===== src/rtl/sorted_min_priority_queue_core_assert.svh =====
// Assertion macros shared by the sorted priority queue RTL.
`ifndef SORTED_MIN_PRIORITY_QUEUE_CORE_ASSERT_SVH
`define SORTED_MIN_PRIORITY_QUEUE_CORE_ASSERT_SVH

// Checked on every rising clk_i edge, muted while rst_ni is low.
`define SMPQ_ASSERT(lbl, prop, msg) \
  lbl: assert property (@(posedge clk_i) disable iff (!rst_ni) prop) else $error(msg);

// Checked on every rising clk_i edge, reset included.
`define SMPQ_ASSERT_ALWAYS(lbl, prop, msg) \
  lbl: assert property (@(posedge clk_i) prop) else $error(msg);

`endif


===== src/rtl/smpq_pkg.sv =====
// Types and codes for the sorted minimum priority queue.
package smpq_pkg;

  typedef enum logic [1:0] {
    OP_INSERT = 2'd0,
    OP_REMOVE = 2'd1,
    OP_CLEAR  = 2'd2,
    OP_NOP    = 2'd3
  } op_e;

  typedef enum logic [1:0] {
    ST_OK    = 2'd0,
    ST_FULL  = 2'd1,
    ST_EMPTY = 2'd2
  } status_e;

  localparam int unsigned FieldW = 32;
  localparam int unsigned CountW = 4;
  localparam int unsigned CapW   = 4;
  localparam logic [CapW-1:0] CapReset = 4'd8;

  typedef struct packed {
    op_e                operation;
    logic [FieldW-1:0]  value_in;
  } cmd_t;

  typedef struct packed {
    logic [FieldW-1:0]  value_out;
    status_e            status;
    logic [CountW-1:0]  count;
  } res_t;

  // Per-cycle commands broadcast along the cell row.
  typedef struct packed {
    logic ins;   // insert shifts up from the insertion point
    logic rem;   // remove shifts everything down one place
  } cell_ctrl_t;

endpackage


===== src/rtl/smpq_cell.sv =====
// One entry of the sorted row: compare with the key and shift left or right.
module smpq_cell #(
  parameter int unsigned VW = 32
) (
  input  logic                 clk_i,
  input  smpq_pkg::cell_ctrl_t ctrl_i,
  input  logic                 occ_i,        // entry below the element count
  input  logic signed [VW-1:0] key_i,
  input  logic                 left_gt_i,    // lower neighbour is above the key
  input  logic signed [VW-1:0] left_val_i,
  input  logic signed [VW-1:0] right_val_i,
  output logic                 gt_o,
  output logic signed [VW-1:0] val_o
);

  logic signed [VW-1:0] val_q, val_d;

  assign gt_o  = occ_i && (val_q > key_i);
  assign val_o = val_q;

  always_comb begin
    val_d = val_q;
    if (ctrl_i.ins) begin
      if (left_gt_i) begin
        val_d = left_val_i;
      end else if (gt_o || !occ_i) begin
        val_d = key_i;
      end
    end else if (ctrl_i.rem) begin
      val_d = right_val_i;
    end
  end

  always_ff @(posedge clk_i) begin
    val_q <= val_d;
  end

endmodule


===== src/rtl/sorted_min_priority_queue_core.sv =====
// Top level of the sorted minimum priority queue: cell row, count and APB register.
//
//  channel   direction  transfer taken when                     payload
//  command   in         start && !busy at rising clk_i          cmd_i (operation, value_in)
//  result    out        every cycle with done_o high            res_o (value_out, status, count)
//  config    in         psel && penable && pwrite && !paddr[2]  pwdata[3:0] -> capacity
//
// One command every cycle: all cells compare against the key in parallel and
// shift in the same edge, so the cell row sets the pace and busy stays low.
// The result is registered and appears in the cycle after the command transfer, for one cycle only.
// Reset clears the element count, capacity returns to eight; cell contents
// are left as they are, since entries at or above the count are never read.
// The receiver cannot stall, so no result is ever held back.
module sorted_min_priority_queue_core #(
  parameter int unsigned DEPTH       = 8,
  parameter int unsigned VALUE_WIDTH = 32
) (
  input  logic                           clk_i,
  input  logic                           rst_ni,
  // command channel
  input  logic                           start,
  output logic                           busy,
  input  smpq_pkg::cmd_t                 cmd_i,
  // result channel
  output logic                           done_o,
  output smpq_pkg::res_t                 res_o,
  // configuration port
  input  logic                           psel,
  input  logic                           penable,
  input  logic                           pwrite,
  input  logic [2:0]                     paddr,
  input  logic [31:0]                    pwdata,
  output logic [31:0]                    prdata,
  output logic                           pready
);

  `include "sorted_min_priority_queue_core_assert.svh"

  localparam int unsigned CW   = $clog2(DEPTH + 1);
  localparam int unsigned CmpW = (CW > smpq_pkg::CapW) ? CW : smpq_pkg::CapW;
  localparam logic [CmpW-1:0] DepthC = CmpW'(DEPTH);

  // ---------------------------------------------------------------------------
  // Configuration register (byte address 0)
  // ---------------------------------------------------------------------------
  logic [smpq_pkg::CapW-1:0] cap_q;
  logic                      cfg_wr;

  assign pready = 1'b1;
  assign cfg_wr = psel && penable && pwrite && pready && (paddr[2] == 1'b0);
  assign prdata = (paddr[2] == 1'b0) ? 32'(cap_q) : 32'd0;

  always_ff @(posedge clk_i or negedge rst_ni) begin
    if (!rst_ni) begin
      cap_q <= smpq_pkg::CapReset;
    end else if (cfg_wr) begin
      cap_q <= pwdata[smpq_pkg::CapW-1:0];
    end
  end

  // ---------------------------------------------------------------------------
  // Command decode
  // ---------------------------------------------------------------------------
  logic                          take;
  logic [CW-1:0]                 count_q, count_d;
  logic [CmpW-1:0]               cap_ext, count_ext, usable;
  logic                          full, empty;
  logic signed [VALUE_WIDTH-1:0] key;
  smpq_pkg::cell_ctrl_t          ctrl;
  smpq_pkg::status_e             status_d;
  logic [smpq_pkg::FieldW-1:0]   value_d;

  assign busy      = 1'b0;
  assign take      = start && !busy;
  assign cap_ext   = CmpW'(cap_q);
  assign count_ext = CmpW'(count_q);
  assign usable    = (cap_ext > DepthC) ? DepthC : cap_ext;
  assign full      = count_ext >= usable;
  assign empty     = (count_q == '0);
  assign key       = VALUE_WIDTH'($signed(cmd_i.value_in));

  // ---------------------------------------------------------------------------
  // Cell row: entry i holds the i-th smallest value
  // ---------------------------------------------------------------------------
  logic [DEPTH-1:0]              occ, gt;
  logic signed [VALUE_WIDTH-1:0] vals [DEPTH];

  always_comb begin
    for (int i = 0; i < DEPTH; i++) begin
      occ[i] = CW'(i) < count_q;
    end
  end

  for (genvar g = 0; g < DEPTH; g++) begin : g_cell
    smpq_cell #(
      .VW (VALUE_WIDTH)
    ) u_cell (
      .clk_i       (clk_i),
      .ctrl_i      (ctrl),
      .occ_i       (occ[g]),
      .key_i       (key),
      .left_gt_i   ((g == 0) ? 1'b0 : gt[(g == 0) ? 0 : g - 1]),
      .left_val_i  (vals[(g == 0) ? 0 : g - 1]),
      .right_val_i (vals[(g == DEPTH - 1) ? g : g + 1]),
      .gt_o        (gt[g]),
      .val_o       (vals[g])
    );
  end

  always_comb begin
    ctrl     = '0;
    count_d  = count_q;
    status_d = smpq_pkg::ST_OK;
    value_d  = '0;
    unique case (cmd_i.operation)
      smpq_pkg::OP_INSERT: begin
        if (full) begin
          status_d = smpq_pkg::ST_FULL;
        end else begin
          ctrl.ins = take;
          count_d  = count_q + 1'b1;
        end
      end
      smpq_pkg::OP_REMOVE: begin
        if (empty) begin
          status_d = smpq_pkg::ST_EMPTY;
        end else begin
          ctrl.rem = take;
          count_d  = count_q - 1'b1;
          value_d  = smpq_pkg::FieldW'(vals[0]);
        end
      end
      smpq_pkg::OP_CLEAR: count_d = '0;
      default: ;   // no operation
    endcase
  end

  // ---------------------------------------------------------------------------
  // Count and result registers
  // ---------------------------------------------------------------------------
  logic done_q;

  always_ff @(posedge clk_i or negedge rst_ni) begin
    if (!rst_ni) begin
      count_q <= '0;
      done_q  <= 1'b0;
    end else begin
      done_q <= take;
      if (take) begin
        count_q <= count_d;
      end
    end
  end

  smpq_pkg::res_t res_q;

  always_ff @(posedge clk_i) begin
    if (take) begin
      res_q.value_out <= value_d;
      res_q.status    <= status_d;
      res_q.count     <= smpq_pkg::CountW'(count_d);
    end
  end

  assign done_o = done_q;
  assign res_o  = res_q;

  // ---------------------------------------------------------------------------
  // Assertions
  // ---------------------------------------------------------------------------
  `SMPQ_ASSERT(a_one_result, take |=> done_o, "command transfer without a result")
  `SMPQ_ASSERT(a_no_spurious, !take |=> !done_o, "result without a command transfer")
  `SMPQ_ASSERT(a_full_keeps, done_o && res_o.status == smpq_pkg::ST_FULL |-> $stable(count_q), "full insert changed the count")
  `SMPQ_ASSERT(a_empty_zero, done_o && res_o.status == smpq_pkg::ST_EMPTY |-> res_o.value_out == '0 && count_q == '0, "empty remove returned data")
  `SMPQ_ASSERT_ALWAYS(a_count_range, count_q <= CW'(DEPTH), "element count beyond depth")

endmodule

===== config.mk =====
export PLATFORM = sky130hd
export DESIGN_NAME = sorted_min_priority_queue_core
export DESIGN_NICKNAME = d
export VERILOG_FILES = /design/src/rtl/smpq_pkg.sv /design/src/rtl/smpq_cell.sv /design/src/rtl/sorted_min_priority_queue_core.sv
export VERILOG_INCLUDE_DIRS = /design/src /design/src/rtl
export SDC_FILE = /design/constraint.sdc
export NUM_CORES = 1
export LEC_CHECK = 0
export ABC_AREA = 1
export BUFFER_PORTS_ARGS = -buffer_cell sky130_fd_sc_hd__buf_2
export CAP_MARGIN = 30
export CORE_MARGIN = 4
export CORE_UTILIZATION = 45
export DETAILED_ROUTE_END_ITERATION = 8
export HOLD_SLACK_MARGIN = 0.05
export SLEW_MARGIN = 20
export SYNTH_ARGS = -nofsm -noshare
export SYNTH_HDL_FRONTEND = slang
export SYNTH_SLANG_ARGS = --single-unit

===== constraint.sdc =====
create_clock -name clk_i -period 4.4 [get_ports clk_i]
set_input_delay 0.88 -clock clk_i [delete_from_list [all_inputs] [get_ports clk_i]]
set_output_delay 0.88 -clock clk_i [all_outputs]
set_load 0.1 [all_outputs]

======== Word-level counts from Yosys, hierarchy flattened ========
Index checks and enable logic that the tools add are counted.
operators by class
  add/sub/neg operators ................... 2
  $lt $le $gt $ge ......................... 18
  eq/ne operators ......................... 9
  muxes and demuxes ....................... 41
  bitwise logic cells ..................... 2
  reduce and logical (&&, ||, !) cells .... 40
operator list
  kind                                                                         number
  32-bit 2-to-1 mux                                                            29
  32-bit > comparator                                                          8
  3-bit by 1-bit != test with 1-bit output, second input constant              6
  3-bit by 4-bit less-than comparator with 1-bit output, first input constant  4
  4-bit 2-to-1 mux                                                             4
  2-bit AND reduction                                                          8
  4-bit case mux with 3 select lines                                           1
  1-bit logical AND                                                            11
  1-bit logical NOT                                                            8
  1-bit logical OR                                                             8
  1-bit by 4-bit less-than comparator with 1-bit output, first input constant  2
  2-bit by 4-bit less-than comparator with 1-bit output, first input constant  2
  1-bit 2-to-1 mux                                                             5
  4-bit by 1-bit adder with 4-bit output, second input constant                1
  4-bit greater-or-equal comparator                                            1
  4-bit > comparator, second input constant                                    1
  4-bit logical NOT                                                            1
  2-bit case mux with 2 select lines                                           1
  2-bit nonzero test                                                           2
  4-bit by 1-bit subtractor with 4-bit output, second input constant           1
  2-bit by 1-bit == test with 1-bit output, second input constant              1
  2-bit == test, second input constant                                         1
  2-bit logical NOT                                                            1
  2-bit 2-to-1 mux                                                             1
  other kinds (3)                                                              4
word-level totals
  register bits after elaboration ......... 303
  bits of input ports ..................... 75
  output and inout bits ................... 73
  word-level logic and storage cells ...... 126

======== Longest topological paths before layout ========
Gate-level depths: netlist of the first run.
  depth in word-level cells ............... 7
  depth in mapped cells ................... 20
  mapped depth without buffers ............ 19

======== Hierarchy ========
Synthesis of the first run repeated with hierarchy kept, for this count alone.
second synthesis, totals
  cells, all modules ...................... 2,837
  area, all modules ....................... 22,465.3 sq um
by module, submodules not included
  module                          instances  cells an instance  area an instance (sq um)  sequential area each (sq um)
  smpq_cell                       8          322                2,501.1                   960.9
  sorted_min_priority_queue_core  1          261                2,456.1                   1,367.6

======== Least setup slack after synthesis of the first run ========
Ideal clock, no wire load.
  path type ............................... input port to flip-flop
  from .................................... input port cmd_i[31] (netlist bit)
  to ...................................... register g_cell[5].u_cell.val_q[0] (enable)
  library setup time ...................... 432 ps
  data arrival time ....................... 4,140 ps
  required time ........................... 3,968 ps
  slack ................................... -172 ps
  stages on the path ...................... 13
  buffers on the path ..................... 1
  cells stage by stage .................... clkinv_1 > ha_1 > a21oi_1 > o21a_1 > nand2_1 > a21oi_1 > nand2_1 > nand2_1 > inv_1 > nor2_2 > buf_4 > nor2_1 > a21oi_1
between the ends
  cells in the longest elaborated chain, start to end .. 5
  elaborated cells between the ends (all ways) .. 7
  classes of those cells .................. order compare: 2; eq/ne: 1; reduce/logical: 4
ends and longest elaborated chain
  item                                                         line                                  text
  from (decl)                                                  sorted_min_priority_queue_core.sv:23  input smpq_pkg::cmd_t cmd_i,
  32-bit > comparator                                          smpq_cell.sv:18                       assign gt_o = occ_i && (val_q > key_i);
  1-bit logical AND                                            smpq_cell.sv:18
  1-bit logical OR                                             smpq_cell.sv:26                       end else if (gt_o || !occ_i) begin
  3-bit by 1-bit != test with 1-bit output (no source line) *  --
  2-bit AND reduction (no source line) *                       --
  to (signal assigned)                                         smpq_cell.sv:35                       val_q <= val_d;
  to (decl)                                                    smpq_cell.sv:16                       logic signed [VW-1:0] val_q, val_d;
Every way passes the cells marked *; elsewhere a longest branch is shown, timed or not.
A chain may end at the register's enable or synchronous reset.

======== Final worst setup path of the first run ========
  from .................................... register count_q[3] (netlist: count_ext[3])
  to ...................................... register g_cell[5].u_cell.val_q[18], data pin
between the ends
  cells in the longest elaborated chain, start to end .. 4
  elaborated cells between the ends (all ways) .. 7
  classes of those cells .................. order compare: 2; mux: 4; reduce/logical: 1
ends and longest elaborated chain
  item                                                                                                        line                                                                        text
  from (decl)                                                                                                 sorted_min_priority_queue_core.sv:65                                        logic [CW-1:0] count_q, count_d;
  from (signal assigned)                                                                                      sorted_min_priority_queue_core.sv:150                                       count_q <= count_d;
  4-bit greater-or-equal comparator or 3-bit by 4-bit less-than comparator with 1-bit output (tied branches)  sorted_min_priority_queue_core.sv:78, sorted_min_priority_queue_core.sv:90
  1-bit 2-to-1 mux or 1-bit logical AND (tied branches)                                                       sorted_min_priority_queue_core.sv:117, smpq_cell.sv:18
  1-bit 2-to-1 mux or 32-bit 2-to-1 mux (tied branches)                                                       sorted_min_priority_queue_core.sv:115, smpq_cell.sv:24
  32-bit 2-to-1 mux *                                                                                         smpq_cell.sv:23                                                             if (ctrl_i.ins) begin
  net g_cell[5].u_cell.val_d[18]                                                                              smpq_cell.sv:16
Mark *: on every way through the listed nets, which the timed path passes. The rest lies on a longest branch.

==> results.py, run 1 <==
metrics = {
    "status": {
        "outcome": "complete, no violations",
    },
    "flow_run": {
        "max_cap_viol_count": 0,
    },
    "logic_synthesis": {
        "synth_top_family_by_area": "simple AND/OR/NAND/NOR gates",
        "synth_edf_count": 294,
        "synth_common_cells": "nand2_1, inv_1, nand3_1",
        "synth_cell_type_count": 46,
        "synth-simple-area-share": 0.295,
        "synth_cells": 2867,
        "synthMostInstantiatedCell": "nand2_1",
        "muxShareOfSynthArea": 0,
        "syn_avg_cell_area_um2": 7.85,
        "ys_seq_elements": 303,
        "synth-main-ff-cell": "edfxtp_1",
        "synth_adder_area_share": 0.146,
        "yosys-top-cells-area": "edfxtp_1, nand2_1, ha_1, nand3_1, inv_1",
        "synth_seq_area_share": 0.402,
        "synth_compound_area_frac": 0.0609,
        "yosysTopAreaCellShare": 0.392,
        "yosysTopAreaCell": "edfxtp_1",
        "netlist_area_um2": 22500,
        "yosysWarnings": 0,
        "synthArstFlopShare": 0.0297,
        "synth_xor_xnor_area_share": 0,
    },
    "cells_and_area": {
        "fill_cells": 4714,
        "fin_util": 0.509,
        "regArea_um2": 9050,
        "area_delta_synth_final_pct": 11.2,
        "drive_above_1_share": 0.0885,
        "multi_input_area_um2": 11500,
        "nets": 3295,
    },
    "power": {
        "power_frac_seq": 0.339,
        "intPower_mw": 7.58,
        "p_clk_frac": 0.216,
        "p_sw_frac": 0.437,
        "pwr-share-comb": 0.445,
        "vdd_drop_max_v": 0.000321,
        "p_leak_nw": 12.3,
        "p_sw_mw": 5.88,
        "pwr_density_cell_nw_per_um2": 538,
    },
    "critical_path": {
        "worst-path-buf-inv": 4,
        "worstSetupEndpointType": "flop",
        "crit_arrival_ps": 3900,
        "required_ps": 4830,
        "regToRegSetupSlack_ps": 920,
        "crit_path_max_incr_delay_ps": 680,
        "path_delay_family": "buffers and inverters",
        "crit_chain": "ha_1, a21o_1, a31oi_1, nand4_4, buf_4, inv_6, buf_12, buf_4, nand3_1, nand2_1",
        "r2r_cells": 10,
        "slowest_stage": "dfrtp_1",
        "r2r-end": "g_cell[5].u_cell.val_o[18]",
        "worst_path_most_repeated_cell": "buf_4",
        "path_depth": 10,
        "r2r-start": "count_ext[3]",
        "critical_path_class": "flop to flop",
        "crit_fanout": 58,
        "cp-start-kind": "flop",
    },
    "floorplan": {
        "die_y_um": 232,
        "die_x_um": 232,
        "std_cell_rows": 81,
        "ios": 148,
        "dieArea_um2": 53700,
        "coreArea_um2": 49200,
        "start_util": 0.458,
    },
    "sta": {
        "slew_viol_final": 0,
        "rsz0062_at_grt": "false",
        "slew_headroom": 0.423,
        "setup_viol": 0,
        "min_period_over_period": 0.790,
        "worst-slew-pin-transition_ps": 860,
        "hold_viol": 0,
        "fin_tns_setup_ps": 0,
        "finalCriticalPeriod_ps": 3480,
        "fmax_ghz": 0.288,
        "skew_ps": 8.92,
    },
    "grt": {
        "antenna_found_initial": 1,
        "grt_pass1_wl_mm": 93.6,
        "first_global_vias": 18300,
        "grt_max_degree": 103,
        "grt-ovfl-total": 0,
        "track_usage": 0.211,
    },
    "clock_network": {
        "cts_buffers": 38,
        "clkSinkCount": 303,
        "cts_setup_buffers": 0,
        "ctsHoldBuffers": 0,
        "cts_tree": "built",
        "worstSkewPairLatency_ps": 560,
        "cts-resized-gates": 0,
        "ctsRootBufferMaster": "clkbuf_16",
        "htreeDepth": 2,
        "clockBufferDepth": 3,
        "path_clk_slew_ps": 60,
    },
    "drt": {
        "wirelength_mm": 57.7,
        "ant_nets": 0,
        "num_vias": 18900,
        "drt-initial-drc-count": 1427,
        "vias_per_cell": 5.18,
        "drc": 0,
        "wl_per_cell_um": 15.8,
        "first_pass_iters": 5,
    },
    "place": {
        "dp_hpwl_mm": 44.8,
        "gp_congestion": 0.876,
        "portBuffers": 87,
    },
    "hold_path": {
        "hold_path.class": "input port to async pin",
    },
}
## worst reg2reg max path, delay by kind of cell (launching register included)
family | cells | cell delay (ps)
AOI/OAI and AO/OA | 2 | 450
DFF | 1 | 680
buffers and inverters | 4 | 1400
adders and majority gates | 1 | 360
and+or+nand+nor | 3 | 450
## power groups by stage
stage | Combinational (mW) | Sequential [mW] | Clock, mW
2_1_floorplan | 4.23 | 4.85 | 0
3_3_place_gp | 5.74 | 4.58 | 0
3_5_place_dp | 5.96 | 4.61 | 0
4_1_cts | 5.98 | 4.55 | 2.99
5_1_grt | 6.77 | 4.63 | 3.09
6_report | 5.99 | 4.56 | 2.91
## worst max path at each step
stage | end | from
3_5_place_dp | g_cell[4].u_cell.val_o[7] | cmd_i[31]
6_report | g_cell[5].u_cell.val_o[18] | count_ext[3]
5_1_grt | g_cell[5].u_cell.val_o[21] | count_ext[3]
2_1_floorplan | g_cell[0].u_cell.val_o[0] | cmd_i[31]
3_3_place_gp | g_cell[5].u_cell.val_o[6] | cmd_i[27]
4_1_cts | g_cell[5].u_cell.val_o[18] | cap_ext[3]
## logic make-up after synthesis
logic type,count (synthesis)
flip-flops,303
AND/OR/NAND/NOR,1535
buffers and inverters,509
AO/OA/AOI/OAI,255
other,2
adder cells (fa/ha/maj),263
## sequential cells by signal, summed over array words and instances, names as in the netlist
signal	cells
g_cell.u_cell.val_o	256
res_o	38
cap_ext	4
count_ext	4
done_o	1
## metrics by stage
step / cell area, um2 / hold WS (ps) / setup WS [ps] / instances / total power, mW
2_1_floorplan: 22600 / 519 / 20.4 / 2895 / 9.08
3_3_place_gp: 23900 / 533 / 362 / 3579 / 10.3
3_5_place_dp: 23900 / 539 / 429 / 3580 / 10.6
4_1_cts: 25000 / 150 / 961 / 3645 / 13.5
5_1_grt: 25000 / 166 / 660 / 3646 / 14.5
6_report: 25000 / 176 / 923 / 3647 / 13.5
## layout by cell type (no fill, tap or decap), types with 39 or more instances in the layout
master     synthesis  final
edfxtp_1         294    294
clkbuf_16          0     39
ha_1             263    263
buf_2             54     87
nor2_1           123    119
buf_4             36     78
a21oi_1          123    121
nand3_1          317    317
nand4_1          118    118
inv_1            319    319
nand2_1          943    943
o21ai_0           65     64
## layer usage
layer,track usage,part of all wire,up-vias
met1,0.296,0.47,8548
met3,0.0322,0.064,76
met4,0.0517,0.021,0
li1,-,-,9736
met2,0.346,0.44,520
met5,0,0,-
## layout make-up
class	instances	area share
clock buffers	50	0.0406
clock inverters	15	0.00430
inverters	357	0.0537
repair buffers	174	0.0486
multi-input cells	2083	0.458
well taps	664	0.0332
diodes	1	0.000100
flip-flops and latches	303	0.362
No activity file was read; power rests on OpenSTA's default activity.
==> run 2, diff against run 1 <==
==> constraint.sdc (replaced) <==
create_clock -name clk_i -period 3 [get_ports clk_i]
set_input_delay 0.6 -clock clk_i [delete_from_list [all_inputs] [get_ports clk_i]]
set_output_delay 0.6 -clock clk_i [all_outputs]
set_load 0.1 [all_outputs]
==> results.py, run 2 (synthesized netlist as in run 1, its figures left out) <==
metrics = {
    "status": {
        "outcome": "complete, no violations",
    },
    "place": {
        "portBuffers": 87,
        "dp_hpwl_mm": 45.7,
        "gp_congestion": 0.906,
        "placedCellCount": 3681,
    },
    "clock_network": {
        "ctsRootBufferMaster": "clkbuf_16",
        "path_clk_slew_ps": 60,
        "clockBufferDepth": 3,
        "clkSinkCount": 303,
        "cts_buffers": 39,
        "cts_tree": "built",
        "worstSkewPairLatency_ps": 570,
        "htreeDepth": 2,
    },
    "cells_and_area": {
        "final_cells": 3757,
        "layout_commonest_cell": "nand2_1",
        "nets": 3401,
        "fill_cells": 4600,
        "most-common-layout-cells": "nand2_1, inv_1, nand3_1",
        "drive_above_1_share": 0.134,
        "area_delta_synth_final_pct": 17.1,
        "regArea_um2": 9050,
        "multi_input_area_um2": 11600,
        "largest_register_ffs": 256,
        "num_antenna_cells": 0,
    },
    "drt": {
        "vias_per_cell": 5.19,
        "first_pass_iters": 5,
        "wirelength_mm": 60.1,
        "drc": 0,
        "num_vias": 19500,
        "ant_nets": 0,
        "wl_per_cell_um": 16.0,
        "drt-initial-drc-count": 1658,
    },
    "grt": {
        "first_global_vias": 18800,
        "track_usage": 0.221,
        "grt_util_met1": 0.317,
        "grt_max_degree": 161,
        "grt-ovfl-total": 0,
        "grt_use_met3": 0.0293,
        "grt_util_met2": 0.355,
        "antenna_found_initial": 0,
        "busiest_layer": "met2",
        "grt_pass1_wl_mm": 97.7,
    },
    "floorplan": {
        "die_x_um": 232,
        "die_y_um": 232,
        "start_util": 0.458,
        "coreArea_um2": 49200,
        "dieArea_um2": 53700,
        "std_cell_rows": 81,
        "ios": 148,
    },
    "sta": {
        "hold_viol": 0,
        "min_period_over_period": 0.961,
        "fmax_ghz": 0.347,
        "slew_viol_final": 0,
        "whs_ps": 292,
        "setup_viol": 0,
        "rsz0062_at_grt": "true",
        "skew_ps": 22.8,
        "slew_headroom": 0.455,
        "worst-slew-pin-transition_ps": 817,
        "finalCriticalPeriod_ps": 2880,
    },
    "power": {
        "p_sw_frac": 0.429,
        "intPower_mw": 12.0,
        "power_frac_seq": 0.317,
        "pwr_density_cell_nw_per_um2": 795,
        "pwr-share-comb": 0.458,
        "vdd_drop_max_v": 0.000442,
        "p_leak_nw": 13.1,
        "p_clk_frac": 0.225,
        "p_sw_mw": 8.99,
    },
    "critical_path": {
        "worstSetupEndpoint": "g_cell[1].u_cell.val_o[9]",
        "worstSetupEndpointType": "flop",
        "regToRegSetupSlack_ps": 120,
        "critical_path_class": "flop to flop",
        "r2r_cells": 13,
        "cp-start-kind": "flop",
        "startpoint": "cap_ext[3]",
        "crit_arrival_ps": 3130,
        "crit_fanout": 32,
        "required_ps": 3240,
        "r2r-start": "cap_ext[3]",
        "r2r-end": "g_cell[1].u_cell.val_o[9]",
    },
    "flow_run": {
        "max_cap_viol_count": 0,
    },
    "hold_path": {
        "hold_path.class": "input port to flop",
    },
}
## run 2: how the worst min path moves through the flow
stage | start | to | cells past startpoint
final | pwdata[3] | cap_ext[3] | 3
after global routing | pwdata[3] | cap_ext[3] | 3
after CTS | pwdata[3] | cap_ext[3] | 3
after detailed placement | rst_ni | count_ext[0] | 1
after global placement | rst_ni | count_ext[0] | 1
after floorplan | rst_ni | cap_ext[0] | 0
## run 2: cell type report
type	instances	share of cell area
Multi-Input combinational cell	2085	0.439
Clock buffer	52	0.0396
Timing Repair Buffer	277	0.0819
Sequential cell	303	0.344
Tap cell	664	0.0315
Inverter	357	0.0554
Clock inverter	19	0.00883
## run 2: through the flow
| stage | setup slack (ps) | power [mW] | setup TNS, ps | instance area [um2] | util |
|---|---|---|---|---|---|
| 2_1_floorplan | 7.28 | 13.4 | 0 | 22800 | - |
| 3_3_place_gp | -489 | 15.8 | -107490 | 24900 | 0.507 |
| 3_5_place_dp | -591 | 16.2 | -118160 | 25000 | 0.508 |
| 4_1_cts | 31.6 | 21.0 | 0 | 26300 | 0.535 |
| 5_1_grt | -7.91 | 22.5 | -24.7 | 26400 | 0.536 |
| 6_report | 118 | 20.9 | 0 | 26400 | 0.536 |
## run 2: layer usage
metal  vias to the layer above  part of all wire
li1                       9979                 -
met1                      8899              0.47
met2                       536              0.45
met3                        87             0.057
met4                         0             0.023
met5                         -                 0
## run 2: critical path, cell delays in order, from the launching register on
cell and delay [ps]:
dfstp_2 530, inv_1 80, o21ai_1 160, ha_1 260
inv_1 60, o21bai_1 70, a31oi_2 240, nand4_4 120
o21ai_2 170, inv_1 80, buf_4 220, buf_4 200
a21oi_4 140, buf_12 230
## run 2: power groups by stage
stage	logic, mW	registers [mW]	clock network, mW
after floorplan	6.27	7.10	0
after global placement	9.13	6.68	0
after detailed placement	9.43	6.72	0
after CTS	9.53	6.64	4.82
after global routing	10.8	6.74	5.02
final	9.59	6.65	4.70
## run 2: what timing repair did
item	4_1_cts	5_1_grt
gates resized for setup	5	8
pin swaps	2	2
cloned	2	0
setup buffers	1	1
hold buffers	1	0
endpoints found under the hold margin	8	0
setup endpoints to repair	224	277
